$ cat config.mk
export PLATFORM = sky130hd
export DESIGN_NAME = decimating_alaw_packetizer
export DESIGN_NICKNAME = d
export VERILOG_FILES = /design/src/hdl/dalp_pkg.sv /design/src/hdl/dalp_alaw_enc.sv /design/src/hdl/decimating_alaw_packetizer.sv
export SDC_FILE = /design/constraint.sdc
export NUM_CORES = 1
export LEC_CHECK = 0
export ABC_AREA = 1
export ABC_CLOCK_PERIOD_IN_PS = 5900
export BUFFER_PORTS_ARGS = -buffer_cell sky130_fd_sc_hd__buf_2
export CORE_ASPECT_RATIO = 2
export CORE_MARGIN = 2
export CORE_UTILIZATION = 55
export CTS_CLUSTER_DIAMETER = 60
export DETAILED_ROUTE_END_ITERATION = 10
export HOLD_SLACK_MARGIN = 0.06
export PLACE_DENSITY = 0.8
export SLEW_MARGIN = 20
export SYNTH_ARGS = -nofsm -noshare
export SYNTH_HDL_FRONTEND = slang
export SYNTH_HIERARCHICAL = 1
export SYNTH_SLANG_ARGS = --single-unit
export TNS_END_PERCENT = 1
$ cat constraint.sdc
create_clock -name clk -period 5.9 [get_ports clk]
set_input_delay 1.475 -clock clk [delete_from_list [all_inputs] [get_ports clk]]
set_output_delay 1.475 -clock clk [all_outputs]
set_load 0.05 [all_outputs]
$ cat src/hdl/dalp_pkg.sv
// Shared constants and types for the decimating A-law packetizer.
// Used by dalp_alaw_enc and decimating_alaw_packetizer; no dependencies.
`default_nettype none

package dalp_pkg;

  // default maximum packet size in bytes
  localparam int MAX_PACKET_DEF = 2048;

  // register reset values
  localparam logic [11:0] PKT_LEN_RST = 12'd512;
  localparam logic [3:0]  DEC_RST     = 4'd6;

  // A-law encoding constants
  localparam logic [15:0] SAT_MAG   = 16'd32635;
  localparam logic        SIGN_NEG  = 1'b1;     // sign bit 0x80 for negative values
  localparam logic [7:0]  XOR_MASK  = 8'hD5;
  localparam logic [3:0]  SEG0_SHIFT = 4'd4;
  localparam logic [3:0]  SEG_SHIFT_OFS = 4'd3;

  // configuration register indexes
  typedef enum logic [0:0] {
    REG_PKT_LEN = 1'b0,
    REG_DEC     = 1'b1
  } reg_idx_t;

  // one audio sample
  typedef logic signed [15:0] sample_t;

endpackage

`default_nettype wire

$ cat src/hdl/dalp_alaw_enc.sv
// Stereo to mono averaging and A-law encoding of one sample pair.
// Depends on dalp_pkg; purely combinational.
`default_nettype none

module dalp_alaw_enc
  import dalp_pkg::*;
(
  input  sample_t     left,
  input  sample_t     right,
  output logic [7:0]  code
);

  logic signed [16:0] sum;
  logic signed [16:0] adj;
  logic signed [16:0] half;
  logic [16:0]        mag_raw;
  logic [14:0]        mag;
  logic [2:0]         seg;
  logic [3:0]         shamt;
  logic [3:0]         mant;

  // average to mono, truncating toward zero
  always_comb begin
    sum  = {left[15], left} + {right[15], right};
    adj  = sum + 17'(sum[16]);
    half = $signed(adj) >>> 1;
  end

  // magnitude with saturation, most negative value included
  always_comb begin
    mag_raw = half[16] ? 17'(-half) : 17'(half);
    if (mag_raw > 17'(SAT_MAG)) begin
      mag = SAT_MAG[14:0];
    end else begin
      mag = mag_raw[14:0];
    end
  end

  // segment from highest set bit among bits 14..8
  always_comb begin
    if (mag[14])      seg = 3'd7;
    else if (mag[13]) seg = 3'd6;
    else if (mag[12]) seg = 3'd5;
    else if (mag[11]) seg = 3'd4;
    else if (mag[10]) seg = 3'd3;
    else if (mag[9])  seg = 3'd2;
    else if (mag[8])  seg = 3'd1;
    else              seg = 3'd0;
  end

  // mantissa and final code
  always_comb begin
    shamt = (seg == 3'd0) ? SEG0_SHIFT : (4'(seg) + SEG_SHIFT_OFS);
    mant  = 4'(mag >> shamt);
    code  = {(half[16] ? SIGN_NEG : 1'b0), seg, mant} ^ XOR_MASK;
  end

endmodule

`default_nettype wire

$ cat src/hdl/decimating_alaw_packetizer.sv
// Top level of the decimating A-law packetizer: config registers, counters, pipeline.
// Depends on dalp_pkg and dalp_alaw_enc.
`default_nettype none

// Takes one stereo sample pair per cycle on the sample channel, while
// sample_stall is low, and keeps the first pair of every decimation_factor
// pairs. Each kept pair is averaged to mono, A-law encoded and delivered on
// the code channel with its position in the payload and a flag on the byte
// that completes a packet of packet_length bytes. Throughput is one pair per
// clock unless the code channel stalls; a kept pair passes the input register,
// then the result register, before its code is presented, and the code
// channel's stall holds back the sample channel only when both stages are full.
// Registers: packet_length at byte address 0, decimation_factor at byte
// address 4, both readable; write them only while the block is idle.

module decimating_alaw_packetizer
  import dalp_pkg::*;
#(
  parameter int MAX_PACKET = MAX_PACKET_DEF,
  localparam int POS_W = (MAX_PACKET > 1) ? $clog2(MAX_PACKET) : 1
) (
  input  logic              clk,
  input  logic              rst,
  // configuration port
  input  logic              psel,
  input  logic              penable,
  input  logic              pwrite,
  input  logic [2:0]        paddr,
  input  logic [31:0]       pwdata,
  output logic [31:0]       prdata,
  output logic              pready,
  // sample channel
  input  logic              sample_valid,
  output logic              sample_stall,
  input  sample_t           left_in,
  input  sample_t           right_in,
  // code channel
  output logic              code_valid,
  input  logic              code_stall,
  output logic [7:0]        code_byte,
  output logic [POS_W-1:0]  payload_pos,
  output logic              packet_last
);

  localparam int CMP_W = (POS_W + 1 > 13) ? POS_W + 1 : 13;

  logic [11:0]      pkt_len;
  logic [3:0]       dec_factor;
  logic [3:0]       phase_count;
  logic [3:0]       phase_count_next;
  logic [POS_W-1:0] fill_index;
  logic [POS_W-1:0] fill_index_next;
  logic [CMP_W-1:0] len_eff;
  logic [4:0]       factor_eff;
  logic             last_now;
  logic             acc;
  logic             s1_free;
  logic             s2_load;
  logic             s1_valid;
  sample_t          s1_left;
  sample_t          s1_right;
  logic [POS_W-1:0] s1_pos;
  logic             s1_last;
  logic [7:0]       enc_code;
  logic             cfg_wr;
  reg_idx_t         cfg_idx;

  // configuration port
  assign pready  = 1'b1;
  assign cfg_wr  = psel && penable && pwrite && pready;
  assign cfg_idx = reg_idx_t'(paddr[2]);

  always_ff @(posedge clk) begin
    if (rst) begin
      pkt_len    <= PKT_LEN_RST;
      dec_factor <= DEC_RST;
    end else if (cfg_wr) begin
      unique case (cfg_idx)
        REG_PKT_LEN: pkt_len    <= pwdata[11:0];
        REG_DEC:     dec_factor <= pwdata[3:0];
        default: ;
      endcase
    end
  end

  always_comb begin
    unique case (cfg_idx)
      REG_PKT_LEN: prdata = 32'(pkt_len);
      REG_DEC:     prdata = 32'(dec_factor);
      default:     prdata = '0;
    endcase
  end

  // handshake between the stages
  assign s2_load      = !code_valid || !code_stall;
  assign s1_free      = !s1_valid || s2_load;
  assign sample_stall = !s1_free;
  assign acc          = sample_valid && s1_free;

  // effective packet length and decimation factor
  always_comb begin
    if (pkt_len == 12'd0) begin
      len_eff = CMP_W'(1);
    end else if (CMP_W'(pkt_len) > CMP_W'(MAX_PACKET)) begin
      len_eff = CMP_W'(MAX_PACKET);
    end else begin
      len_eff = CMP_W'(pkt_len);
    end
    factor_eff = (dec_factor == 4'd0) ? 5'd1 : 5'(dec_factor);
  end

  // next counter values
  always_comb begin
    last_now         = (CMP_W'(fill_index) + CMP_W'(1)) >= len_eff;
    fill_index_next  = last_now ? '0 : fill_index + POS_W'(1);
    phase_count_next = ((5'(phase_count) + 5'd1) >= factor_eff) ? 4'd0
                                                                : phase_count + 4'd1;
  end

  // decimation phase and packet fill counters
  always_ff @(posedge clk) begin
    if (rst) begin
      phase_count <= '0;
      fill_index  <= '0;
    end else if (acc) begin
      phase_count <= phase_count_next;
      if (phase_count == 4'd0) begin
        fill_index <= fill_index_next;
      end
    end
  end

  // input register: kept pairs only
  always_ff @(posedge clk) begin
    if (rst) begin
      s1_valid <= 1'b0;
    end else if (s1_free) begin
      s1_valid <= sample_valid && (phase_count == 4'd0);
    end
  end

  always_ff @(posedge clk) begin
    if (acc) begin
      s1_left  <= left_in;
      s1_right <= right_in;
      s1_pos   <= fill_index;
      s1_last  <= last_now;
    end
  end

  dalp_alaw_enc u_enc (
    .left  (s1_left),
    .right (s1_right),
    .code  (enc_code)
  );

  // result register
  always_ff @(posedge clk) begin
    if (rst) begin
      code_valid <= 1'b0;
    end else if (s2_load) begin
      code_valid <= s1_valid;
    end
  end

  always_ff @(posedge clk) begin
    if (s2_load && s1_valid) begin
      code_byte   <= enc_code;
      payload_pos <= s1_pos;
      packet_last <= s1_last;
    end
  end

  // checks
  a_rst_empty: assert property (@(posedge clk) rst |=> !code_valid && !s1_valid)
    else $error("pipeline not empty after reset");

  a_keep_phase: assert property (@(posedge clk) disable iff (rst)
    acc |=> s1_valid == ($past(phase_count) == 4'd0))
    else $error("kept pair does not match decimation phase");

  a_last_wrap: assert property (@(posedge clk) disable iff (rst)
    acc && (phase_count == 4'd0) && last_now |=> fill_index == '0)
    else $error("fill index not cleared after last byte");

  a_no_loss: assert property (@(posedge clk) disable iff (rst)
    s1_valid && !s2_load |=> s1_valid && $stable(s1_pos))
    else $error("input register overwritten while output stalled");

endmodule

`default_nettype wire

Word-level counts from Yosys, hierarchy flattened --
Index checks and enable logic that the tools add are counted.
Storage, ports and cells: register bits after elaboration 97, latch bits 0, bits in writable memories 0, ROM bits 0, input port bits 74, output and inout port bits 55, memories 0
Operators by class: $add $sub $neg 8, multipliers 0, divide/modulo/power cells 0, $lt $le $gt $ge 4, equality and inequality tests 0, shift operators 1, muxes and demuxes 17, bitwise gates (word level) 2, reductions and logical operators 18
Operator list (count):
- $pmux 32 s2 | 1
- $mux 12 | 2
- $mux 3 | 6
- $add 16x16->17 | 1
- $add 17x1->17 | 1
- $gt 17x15->1 const B | 1
- $mux 17 | 1
- $neg 16->17 | 1
- $mux 15 | 1
- $shr 15x4->4 | 1
- $ge 12x13->1 | 1
- $add 11x1->12 const B | 1
- $gt 12x12->1 const B | 1
- $logic_not 12->1 | 1
- $mux 4 | 3
- $add 11x1->11 const B | 1
- $mux 11 | 1
- $logic_not 4->1 | 2
- $reduce_and 2->1 | 3
- $add 4x1->5 const B | 1
- $ge 5x4->1 | 1
- $logic_and 1x1->1 | 5
- $not 5->5 | 1
- $add 3x2->4 const B | 1
- 6 further kinds | 11

Depth between registers and ports, before layout --
Gate-level depths: netlist of the first run.
depth in word-level cells 17, gate-level depth with buffers 43

Hierarchy --
The synthesis of the first run kept the hierarchy.
By module, submodules not included:
- decimating_alaw_packetizer | instances 1, cells an instance 399, area an instance 4196.5 µm², sequential area each 2582.5 µm²
- dalp_alaw_enc | instances 1, cells an instance 578, area an instance 2847.7 µm², sequential area each 0.0 µm²

Worst setup path before layout of the first run --
OpenSTA, ideal clock, no wires.
path kind register to register, start point reg s1_left[0], end point reg code_byte[2], data pin, library setup time 0.252 ns, data arrival time 4.145 ns, path slack 1.503 ns, cell stages (with the launch flop) 41, buffers on the path 0, clock period less this slack 4.397 ns, cells stage by stage edfxtp_1 > ha_1 > inv_1 > fa_1 > inv_1 > nand2_1 > nand2_1 > nand3_2 > nand2_2 > nand2_2 > nand3_1 > nand2_1 > nor2_2 > ha_1 > inv_1 > nor2_1 > nand3_1 > nor2_2 > [5 not listed] > nor2_1 > nand3_2 > nand2_2 > nand3_1 > nand2_1 > nand2_2 > nor2_2 > nand3_4 > nand4_1 > inv_1 > nand2_4 > nand2_4 > nand2_2 > nand2_1 > nand2_1 > nand2_1 > nand2_1 > nand2_1
On the way: cells in the longest elaborated chain, start to end 17, elaborated cells on any way between the ends 18, those cells by class 4 x add/sub; 1 x order compare; 1 x shift; 10 x mux; 1 x bitwise; 1 x reduce/logical
RTL lines:
- start: declaration | line decimating_alaw_packetizer.sv:60 | sample_t s1_left;
- start signal: assignment | line decimating_alaw_packetizer.sv:144 | s1_left <= left_in;
- $add 16x16->17 (*) | line dalp_alaw_enc.sv:24 | sum = {left[15], left} + {right[15], right};
- $add 17x1->17 (*) | line dalp_alaw_enc.sv:25 | adj = sum + 17'(sum[16]);
- $neg 16->17 | line dalp_alaw_enc.sv:31 | mag_raw = half[16] ? 17'(-half) : 17'(half);
- $mux 17 (*) | line dalp_alaw_enc.sv:31
- $gt 17x15->1 | line dalp_alaw_enc.sv:32 | if (mag_raw > 17'(SAT_MAG)) begin
- $mux 15 (*) | line dalp_alaw_enc.sv:32
- $mux 1 | line dalp_alaw_enc.sv:47 | else if (mag[8]) seg = 3'd1;
- $mux 3 | line dalp_alaw_enc.sv:46 | else if (mag[9]) seg = 3'd2;
- [2 not listed]
- $mux 3 | line dalp_alaw_enc.sv:43 | else if (mag[12]) seg = 3'd5;
- $mux 3 | line dalp_alaw_enc.sv:42 | else if (mag[13]) seg = 3'd6;
- $mux 3 | line dalp_alaw_enc.sv:41 | if (mag[14]) seg = 3'd7;
- $add 3x2->4 or $logic_not 3->1 (tied branches) | line dalp_alaw_enc.sv:53 | shamt = (seg == 3'd0) ? SEG0_SHIFT : (4'(seg) + SEG_SHIFT_OFS);
- $mux 4 | line dalp_alaw_enc.sv:53
- $shr 15x4->4 (*) | line dalp_alaw_enc.sv:54 | mant = 4'(mag >> shamt);
- $not 5->5 (no line) (*)
- net enc_code[2] | line decimating_alaw_packetizer.sv:64 | logic [7:0] enc_code;
- end signal: assignment | line decimating_alaw_packetizer.sv:168 | code_byte <= enc_code;
- end: declaration | line decimating_alaw_packetizer.sv:40 | output logic [7:0] code_byte,
Mark *: on every way through the listed nets, which the timed path passes. The rest lies on a longest branch. A chain may end at the register's enable or synchronous reset.

Final worst setup path of the first run --
start point reg s1_left[0], end point reg code_byte[0], data pin
The elaborated chain is that of the path after synthesis.

==> key figures, run 1 <==
Run status
  • Status: finished clean

Yosys
  • Ys flop type: edfxtp_1
  • Compound-Gate Fraction of Synth Area: 6.82%
  • Yosys Warn Count: 6
  • Largest cells by area after synthesis: edfxtp_1 (27%), nand2_1 (15%), dfxtp_1 (9.4%)
  • Top-area cell type share of the netlist area: ~27%
  • Post-Synth Simple-Gate Area: between 30% and 40%
  • Number of flops mapped to enable cells by yosys: 64
  • Syn_area_per_cell: 7.21 um2
  • Post-synth top area cell: edfxtp_1
  • Post-synth ARST share: 0%
  • Synth cell types: 39
  • Seq/Total Area, Yosys: 36.7%
  • Post-Syn Instances: 977
  • Adder-cell share of the synthesized area: under 10%
  • Largest family of logic cells by synthesized area: simple AND/OR/NAND/NOR gates
  • Synth Cell Area: 0.00704 mm2
  • #FFs+latches synth: 97
  • Mux contribution to synthesized area: 0.284%
  • Post-Synth XOR/XNOR Area: ~1.3%

STA
  • Ratio of final minimum period to clock period: about nine tenths
  • Setup-failing EPs final: 0
  • Hold violation count in the final report: 0
  • Worst Max-Slew Pin Slew: 1010 ps
  • Setup TNS: 0 ps
  • Minimum clock period: 5360 ps
  • Relative slew slack: 32.5%
  • Slew Limit Fails: 0
  • Clk_skew: 12.4 ps
  • Unrepaired setup endpoints after global routing: false
  • Max Freq: 0.186 GHz

Clocking
  • Clock slew at reported path FFs: 80 ps
  • H-tree levels: 3
  • Hold buffers post-CTS: 0
  • Cts bufs inserted: 9
  • Clk root buf: clkbuf_16
  • CTS tree: built
  • Clock sinks: just under 100
  • Clock Latency Late Sink: 350 ps
  • Clk buf depth: 2

Global routing
  • Pin count of the biggest net entering global routing: 51
  • Initial antenna violation count: 0
  • Grt total ovfl: 0
  • GR Util All Layers: 22.4%
  • First-pass GRT wire length: 25500 um
  • Number of global-route vias before repair: 6235

Routing
  • WL final: about 15000 um
  • ANT nets after route: 0
  • Post-route DRC: 0
  • Routed vias: 6427
  • First-pass DRT Iterations: 4
  • Wire per inst: 12.3 um
  • Initial DRC count: 229
  • Drt via density: ~5.3

Layout
  • Ant diodes: 0
  • Most frequent cells in the layout: nand2_1 (281), inv_1 (137), nand3_1 (92)
  • Most common cell after layout, fill and taps aside: nand2_1
  • Nets: 1174
  • Fillers: about 1100
  • Post-layout util: 62.6%
  • P&R area growth vs syn: 11.5%
  • Share of cells above drive strength 1: around 18%

Power and ir drop
  • Lkg Pwr: 3.93 nW
  • Maximum vdd drop: ~0.00023 V
  • Power per Cell Area: 275 mW/mm2

Setup path
  • Worst stage delay on the critical path: 390 ps
  • Slowest library cell on the worst path: fa_1
  • CP Max Fanout: 20
  • Worst setup SP type: flip-flop
  • Most Frequent Cell on Critical Path: nand2_1
  • CP Capture Type: flip-flop
  • Worst path required time: 6010 ps
  • Worst Path Class, Setup: reg2reg
  • Arrival time at the worst endpoint: around 5500 ps

Die
  • Die Ht: 164 um
  • I/O pins: 129
  • Row count: 58
  • Initial core utilization: a little under three fifths
  • Die ar.: 0.0138 mm2
  • Core area: about 0.013 mm2
  • Die Wd: between 80 and 90 um

Hold path
  • Tightest Hold Check Type: reg2reg

Placed design
  • HPWL after DPL: 11800 um
  • # port buffers: 85
  • Placer Congestion: 0.911

Run
  • Max-cap violations: 0
through the flow:
stage / area (um2) / hold slack (ps) / setup WS [ps] / power, W / std cells
finish: 7860 / 422 / 535 / 0.00216 / 1217
global route: 7860 / 427 / 48.1 / 0.00230 / 1217
CTS: 7800 / 424 / 302 / 0.00214 / 1212
detailed placement: 7490 / 406 / 316 / 0.00154 / 1196
global placement: 7490 / 402 / 387 / 0.00152 / 1196
floorplan: 7120 / 400 / 1500 / 0.00142 / 996
cells in the mapped netlist (6+ instances only):
master and instances:
inv_1 138, nor2_2 20, clkbuf_1 6, buf_4 23
inv_2 12, ha_1 37, nor2_1 62, edfxtp_1 64
xor2_1 7, a21oi_1 44, nand4_1 38, nand3_1 92
nand3_2 9, dfxtp_1 33, nand2_2 29, o21ai_0 29
nand2_1 281
path summary, 6_finish.rpt:
| kind | slack (ps) | to | cells after the start | start |
|---|---|---|---|---|
| worst min-delay path | 420 | packet_last | 0 | s1_last |
| worst max-delay path | 540 | code_byte[0] | 40 | s1_left[0] |
| worst max register to register | 540 | code_byte[0] | 40 | s1_left[0] |
| worst min register to register | 420 | packet_last | 0 | s1_last |
cell families after synthesis:
kind of cell,count (synthesis)
xor gates and xnor gates,10
and+or+nand+nor,553
adders and majority gates,38
buffers and inverters,186
other,2
muxes,2
DFF,97
AOI/OAI and AO/OA,89
metal layers:
metal / wire [um] / global-route usage [%]
met5: 0 / 0
met4: 629 / 13.4
met3: 498 / 2.91
met2: 8290 / 43.6
met1: 5580 / 21.8
sequential cells by signal (all words and copies together), names as in the netlist:
| signal | flops |
|---|---|
| code_byte | 8 |
| s1_pos | 11 |
| pkt_len | 12 |
| dec_factor | 4 |
| s1_left | 16 |
| payload_pos | 11 |
| s1_last | 1 |
| fill_index | 11 |
| packet_last | 1 |
| code_valid | 1 |
| s1_valid | 1 |
| s1_right | 16 |
| phase_count | 4 |
worst max-delay path, delay by kind of cell, from the launching register on:
family | cells | cell delay (ps)
and+or+nand+nor | 32 | 3360
adders and majority gates | 3 | 840
buffers and inverters | 5 | 580
DFF | 1 | 340
area by class of cell:
type	instances	area, um2	share of cell area (%)
clock buffers	9	225	2.87
clock inverters	7	81.3	1.04
inverters	151	569	7.25
multi-input cells	713	3730	47.5
flip-flops and latches	97	2580	32.9
well taps	150	188	2.39
repair buffers	90	475	6.05
power by group:
group	internal (W)	switching, W
Clock	0.000304	0.000294
Sequential	0.000769	0.0000153
Combinational	0.000246	0.000528
Total	0.00132	0.000837
what timing repair did:
action                                  4_1_cts  5_1_grt
endpoints found under the setup margin        0        4
setup buffers                                 0        5
hold endpoints to repair                      0        0
resized for setup                             0        3
(Power assumes the default switching activity.)
==> run 2: changes to the inputs <==
--- a/config.mk
+++ b/config.mk
@@ -9,15 +9,13 @@
 export ABC_CLOCK_PERIOD_IN_PS = 5900
 export BUFFER_PORTS_ARGS = -buffer_cell sky130_fd_sc_hd__buf_2
 export CORE_ASPECT_RATIO = 2
-export CORE_MARGIN = 2
 export CORE_UTILIZATION = 55
-export CTS_CLUSTER_DIAMETER = 60
+export CTS_CLUSTER_DIAMETER = 100
 export DETAILED_ROUTE_END_ITERATION = 10
 export HOLD_SLACK_MARGIN = 0.06
 export PLACE_DENSITY = 0.8
 export SLEW_MARGIN = 20
 export SYNTH_ARGS = -nofsm -noshare
 export SYNTH_HDL_FRONTEND = slang
-export SYNTH_HIERARCHICAL = 1
 export SYNTH_SLANG_ARGS = --single-unit
 export TNS_END_PERCENT = 1
==> run 2 against run 1 <==
- clock skew about the same
- clock power is essentially flat
- synthesized cell count shrank 10%
- wire length fell by 11%
- fmax increased by 0.63%
- critical endpoint is now code_byte[1]
==> key figures, run 2 <==
Global routing
  • First-pass GRT wire length: 22000 um (-14%)
  • Pin count of the biggest net entering global routing: 31 (-39%)
  • GR Util All Layers: 22.1% (-0.29 points)
  • Grt total ovfl: 0 (unchanged)
  • Initial antenna violation count: 0 (unchanged)
  • Number of global-route vias before repair: 5304 (-15%)

Routing
  • First-pass DRT Iterations: 4 (unchanged)
  • WL final: 13300 um (-11%)
  • Routed vias: 5806 (-9.7%)
  • Drt via density: 5.20 (-1.6%)
  • Initial DRC count: 226 (-1.3%)
  • Wire per inst: 11.9 um (-3.3%)
  • Post-route DRC: 0 (unchanged)
  • ANT nets after route: 0 (unchanged)

Die
  • Core area: 0.0118 mm2 (-6.2%)
  • I/O pins: 129 (unchanged)
  • Row count: 56 (-3.4%)
  • Initial core utilization: 56.8% (+0.67 points)
  • Die Ht: 158 um (-3.7%)
  • Die Wd: 80.0 um (-4.8%)
  • Die ar.: 0.0126 mm2 (-8.4%)

STA
  • Clk_skew: 12.2 ps (-0.144 ps)
  • Ratio of final minimum period to clock period: 90.4% (-0.57 points)
  • Max Freq: 0.188 GHz (+0.63%)
  • Worst Max-Slew Pin Slew: 727 ps (-284 ps)
  • Hold violation count in the final report: 0 (unchanged)
  • Worst hold slack: 422 ps (+0.0680 ps)
  • Slew Limit Fails: 0 (unchanged)
  • Relative slew slack: 51.3% (+19 points)
  • Worst setup margin: 569 ps (+33.8 ps)
  • Setup-failing EPs final: 0 (unchanged)
  • Minimum clock period: 5330 ps (-33.8 ps)

Yosys
  • Post-synth top area cell: edfxtp_1
  • Largest cells by area after synthesis: edfxtp_1 (29%), nand2_1 (14%), dfxtp_1 (9.9%)
  • #FFs+latches synth: 97 (unchanged)
  • Ys flop type: edfxtp_1
  • Syn_area_per_cell: 7.61 um2 (+5.6%)
  • Number of flops mapped to enable cells by yosys: 64 (unchanged)
  • Post-synth ARST share: 0% (unchanged)
  • Seq/Total Area, Yosys: 38.6% (+2.0 points)
  • Yosys Warn Count: 0 (-6)
  • Post-Syn Instances: 878 (-10%)
  • Top-area cell type share of the netlist area: 28.8% (+1.5 points)
  • Most frequent cell after synthesis: nand2_1
  • Synth Cell Area: 0.00668 mm2 (-5.1%)
  • Synth cell types: 49 (+26%)
  • Post-synth top cells: nand2_1 (242), inv_1 (115), nand3_1 (77)

Clocking
  • Clk buf depth: 2 (unchanged)
  • Cts bufs inserted: 9 (unchanged)
  • H-tree levels: 3 (unchanged)
  • Clk root buf: clkbuf_16
  • CTS tree: built
  • Clock slew at reported path FFs: 80 ps (about the same)
  • Clock sinks: 97 (unchanged)
  • Hold buffers post-CTS: 0 (unchanged)
  • Clock Latency Late Sink: 350 ps (about the same)

Layout
  • Nets: 1078 (-8.2%)
  • Fillers: 1033 (-9.7%)
  • Share of cells above drive strength 1: 18.1% (-0.15 points)
  • Final std cells w/o fill: 1117 (-8.2%)
  • P&R area growth vs syn: 12.5%
  • Most common cell after layout, fill and taps aside: nand2_1
  • Top Registers: s1_left (16), s1_right (16), pkt_len (12)
  • Most frequent cells in the layout: nand2_1 (242), inv_1 (115), buf_2 (85)

Setup path
  • Slowest library cell on the worst path: fa_1
  • Arrival time at the worst endpoint: 5450 ps (-30 ps)
  • CP Capture Type: flip-flop
  • Worst setup SP type: flip-flop
  • Worst Path Class, Setup: reg2reg
  • Worst stage delay on the critical path: 390 ps (about the same)
  • Worst path required time: 6020 ps (about the same)
  • CP Max Fanout: 12 (-40%)
  • Most Frequent Cell on Critical Path: nand2_1

Placed design
  • Placer Congestion: 0.866 (-5.0%)
  • Placed cells: 1098 (-8.2%)
  • HPWL after DPL: 10600 um (-11%)
  • Post-Place Worst Slack: 499 ps (+183 ps)
  • # port buffers: 85 (unchanged)

Power and ir drop
  • Power per Cell Area: 283 mW/mm2 (+3.1%)
  • Maximum vdd drop: 0.000249 V (+10%)
  • Lkg Pwr: 3.69 nW (-6.0%)

Hold path
  • Tightest Hold Check Type: reg2reg

Run status
  • Status: finished clean

Run
  • Max-cap violations: 0 (unchanged)
-- run 2: changes by cell type in the layout (fill, tap and decap cells not counted), moves of 4 or more --
cell	delta
inv_2	-6
nand2_1	-39
nand2_2	-13
nand3_1	-15
nand3_2	+4
nand4_1	-29
inv_1	-22
nand2_4	+4
nor2_1	+10
nor2_2	-8
xor2_1	+8
-- run 2: worst max-delay path: cells and delay by family, from the launching register on --
kind	cells	cell delay [ps]
fa+ha+maj	3	750
flops	1	330
simple gates	29	3230
buf+inv	7	600
xor+xnor	1	140
-- run 2: worst paths after layout --
kind | slack (ps) | start | end | cells past startpoint
min | 420 | s1_last | packet_last | 0
min reg2reg | 420 | s1_last | packet_last | 0
max reg2reg | 570 | s1_left[0] | code_byte[1] | 40
max | 570 | s1_left[0] | code_byte[1] | 40
-- run 2: stage by stage --
stage / power [W] / TNS [ps] / utilization, % / cell area (um2)
floorplan: 0.00141 / 0 / - / 6760
global placement: 0.00152 / 0 / 60.9 / 7170
detailed placement: 0.00153 / 0 / 60.9 / 7170
CTS: 0.00213 / 0 / 63.6 / 7480
global route: 0.00226 / -5.07 / 63.8 / 7520
finish: 0.00213 / 0 / 63.9 / 7520
-- run 2: power by group --
part | leakage [nW] | internal (W) | total, W | switching [W]
Combinational | 2.65 | 0.000235 | 0.000746 | 0.000511
Clock | 0.150 | 0.000303 | 0.000596 | 0.000293
Sequential | 0.891 | 0.000771 | 0.000785 | 0.0000140
-- run 2: per-layer routing --
metal  up-vias  GRT usage, %  routed length, um
met4         0          11.5                552
met1      2610          22.1               4920
met5         -             0                  0
met2       136          43.2               7470
li1       3010             -                  -
met3        50          2.42                362
-- run 2: layout make-up --
| type | instances | area (um2) | share of cell area, % |
|---|---|---|---|
| diodes | 1 | 2.50 | 0.0333 |
| clock buffers | 9 | 225 | 3.00 |
| clock inverters | 7 | 81.3 | 1.08 |
| inverters | 121 | 454 | 6.04 |
| multi-input cells | 649 | 3530 | 47.0 |
| flip-flops and latches | 97 | 2580 | 34.3 |
| well taps | 145 | 181 | 2.41 |
| repair buffers | 88 | 460 | 6.12 |
-- run 2: what timing repair did --
item                                    CTS  global route
setup buffers                             0             2
endpoints found under the setup margin    0             4
resized for setup                         0             1
-- run 2: kinds of logic after synthesis --
| family | count (synthesis) | share of synthesized area (%) |
|---|---|---|
| adder cells (fa/ha/maj) | 38 | 7.23 |
| multiplexers | 2 | 0.300 |
| AO/OA/AOI/OAI | 95 | 7.97 |
| AND/OR/NAND/NOR | 473 | 33.2 |
| flip-flops | 97 | 38.6 |
| buffers and inverters | 151 | 9.77 |
| other | 2 | 0.112 |
| XOR/XNOR | 20 | 2.73 |
==> run 3: changes to the inputs <==
--- a/config.mk
+++ b/config.mk
@@ -6,9 +6,9 @@
 export NUM_CORES = 1
 export LEC_CHECK = 0
 export ABC_AREA = 1
-export ABC_CLOCK_PERIOD_IN_PS = 5900
+export ABC_CLOCK_PERIOD_IN_PS = 5000
 export BUFFER_PORTS_ARGS = -buffer_cell sky130_fd_sc_hd__buf_2
-export CORE_ASPECT_RATIO = 2
+export CORE_ASPECT_RATIO = 1.1
 export CORE_UTILIZATION = 55
 export CTS_CLUSTER_DIAMETER = 100
 export DETAILED_ROUTE_END_ITERATION = 10
==> constraint.sdc (replaced) <==
create_clock -name clk -period 5 [get_ports clk]
set_input_delay 1.25 -clock clk [delete_from_list [all_inputs] [get_ports clk]]
set_output_delay 1.25 -clock clk [all_outputs]
set_load 0.05 [all_outputs]
==> run 3 against run 2 <==
- via count up 3.5%
- clock power up 30%
- sequential cell count stayed put
- clock-buffer cell count is 1 higher
- global-route usage grew 0.63 points
- design area is 7.1% higher
- die area fell by 0.20%
- clock skew down 4.5 ps
==> key figures, run 3 (same netlist as run 2, synthesis figures left out) <==
STA
  • Hold violation count in the final report: 0 (unchanged)
  • Unrepaired setup endpoints after global routing: true
  • Clk_skew: 7.77 ps (-4.47 ps)
  • Worst Max-Slew Pin Slew: 712 ps (-16.0 ps)
  • Relative slew slack: 52.5% (+1.1 points)
  • Setup TNS: 0 ps (unchanged)
  • Max Freq: 0.208 GHz (+11%)
  • Setup-failing EPs final: 0 (unchanged)
  • Slew Limit Fails: 0 (unchanged)
  • Minimum clock period: 4820 ps (-513 ps)
  • Ratio of final minimum period to clock period: 96.4% (+6.0 points)
  • Worst hold slack: 419 ps (-2.29 ps)

Setup path
  • R2R cell count: 41 (+2.5%)
  • Slowest library cell on the worst path: fa_2
  • Worst Path Class, Setup: reg2reg
  • Critical Path Source: s1_right[0]
  • Crit path depth: 41 (+2.5%)
  • CP Capture Type: flip-flop
  • Worst setup SP type: flip-flop
  • Most Frequent Cell on Critical Path: nand2_4
  • Buf/Inv on CP: 7 (unchanged)
  • CP Max Fanout: 6 (-6)
  • R2R Setup Slk: 180 ps (-390 ps)
  • Worst stage delay on the critical path: 360 ps (-30 ps)
  • R2r endpoint: code_byte[1]
  • Arrival time at the worst endpoint: 4930 ps (-520 ps)
  • Reg2reg start: s1_right[0]
  • Worst path required time: 5110 ps (-910 ps)
  • Crit path to: code_byte[1]
  • Delay-heaviest family, CP: simple AND/OR/NAND/NOR gates

Placed design
  • Placement Cell Area: 0.00730 mm2 (+1.8%)
  • # port buffers: 85 (unchanged)
  • Placed cells: 1118 (+1.8%)
  • HPWL after DPL: 10200 um (-3.2%)
  • Placer Congestion: 0.855 (-1.3%)

Routing
  • Routed vias: 6010 (+3.5%)
  • WL final: 14400 um (+7.9%)
  • Drt via density: 5.24 (+0.89%)
  • Post-route DRC: 0 (unchanged)
  • ANT nets after route: 0 (unchanged)
  • First-pass DRT Iterations: 5 (+1)
  • Initial DRC count: 280 (+24%)
  • Wire per inst: 12.5 um (+5.2%)

Clocking
  • Clock slew at reported path FFs: 70 ps (about the same)
  • Hold buffers post-CTS: 0 (unchanged)
  • Clock Latency Late Sink: 350 ps (about the same)
  • Clk root buf: clkbuf_16
  • Clk buf depth: 2 (unchanged)
  • Clock sinks: 97 (unchanged)
  • Cts bufs inserted: 9 (unchanged)
  • CTS tree: built
  • H-tree levels: 3 (unchanged)

Power and ir drop
  • Maximum vdd drop: 0.000195 V (-22%)
  • Switch Pwr: 0.00101 W (+24%)
  • P_int: 0.00174 W (+33%)
  • Seq pwr share: 33.7% (-3.2 points)
  • Comb power frac: 38.2% (+3.1 points)
  • Lkg Pwr: 3.86 nW (+4.4%)
  • Switching Share: 36.8% (-1.7 points)
  • Power per Cell Area: 342 mW/mm2 (+21%)
  • Clock group share of total power: 28.1% (about the same)

Die
  • Die Wd: 107 um (+34%)
  • Initial core utilization: 57.4% (+0.62 points)
  • Die Ht: 118 um (-26%)
  • Die ar.: 0.0126 mm2 (-0.20%)
  • Row count: 41 (-27%)
  • I/O pins: 129 (unchanged)
  • Core area: 0.0116 mm2 (-1.1%)

Run
  • Max-cap violations: 0 (unchanged)

Layout
  • Most frequent cells in the layout: nand2_1 (228), inv_1 (110), buf_2 (85)
  • Ant diodes: 0 (-1)
  • Nets: 1103 (+2.3%)
  • Most common cell after layout, fill and taps aside: nand2_1
  • Post-layout util: 69.1% (+5.3 points)
  • Final std cells w/o fill: 1146 (+2.6%)
  • Top Registers: s1_left (16), s1_right (16), pkt_len (12)
  • P&R area growth vs syn: 20.5%
  • Share of cells above drive strength 1: 24.8% (+6.7 points)
  • Final instance area: 0.00805 mm2 (+7.1%)

Global routing
  • Number of global-route vias before repair: 5472 (+3.2%)
  • First-pass GRT wire length: 23200 um (+5.6%)
  • Grt total ovfl: 0 (unchanged)
  • Pin count of the biggest net entering global routing: 34 (+9.7%)
  • GR Util All Layers: 22.7% (+0.63 points)
  • Initial antenna violation count: 0 (unchanged)

Hold path
  • Tightest Hold Check Type: reg2reg

Run status
  • Status: finished clean
==> run 3: worst reg2reg max path: cells and delay by family, from the launching register on <==
family | cells | cell delay, ps
xor+xnor | 1 | 140
fa+ha+maj | 3 | 690
buf+inv | 7 | 540
flops | 1 | 350
simple gates | 30 | 2870
==> run 3: per-layer routing <==
metal | GRT usage [%] | part of all wire [%] | vias to the layer above
met5 | 0 | 0 | -
met4 | 10.3 | 2.3 | 0
met3 | 3.10 | 5.1 | 28
met2 | 39.1 | 50 | 187
met1 | 28.0 | 42 | 2745
li1 | - | - | 3050
==> run 3: how the worst min path moves through the flow <==
stage	end	startpoint	depth (start not counted)	slack, ps
after floorplan	packet_last	s1_last	0	400
after global placement	packet_last	s1_last	0	400
after detailed placement	payload_pos[8]	s1_pos[8]	0	400
after CTS	payload_pos[8]	s1_pos[8]	0	420
after global routing	payload_pos[1]	s1_pos[1]	0	420
final	payload_pos[10]	s1_pos[10]	0	420
==> run 3: what timing repair did <==
item	CTS	global route
endpoints found under the setup margin	4	5
gates resized for setup	5	73
pin swaps	3	38
buffers inserted	0	10
cloned	1	1
==> run 3: stage by stage <==
stage,power [W],worst slack (ps)
6_report,0.00275,182
5_1_grt,0.00293,-161
4_1_cts,0.00262,9.58
3_5_place_dp,0.00184,-69.9
3_3_place_gp,0.00182,68.2
2_1_floorplan,0.00167,557
==> run 3: power by group through the flow <==
stage	registers (W)	logic (W)	clock network, W
after global placement	0.000944	0.000878	0
after floorplan	0.000991	0.000675	0
final	0.000928	0.00105	0.000773
after detailed placement	0.000946	0.000894	0
after CTS	0.000928	0.000908	0.000785
after global routing	0.000933	0.00118	0.000818
==> run 3: cell type report <==
type	count	area, um2
multi-input combinational	651	3840
fill	934	3590
sequential	97	2580
timing repair buffer	111	641
inverter	121	467
clock buffer	10	239
tap	150	188
clock inverter	6	96.3
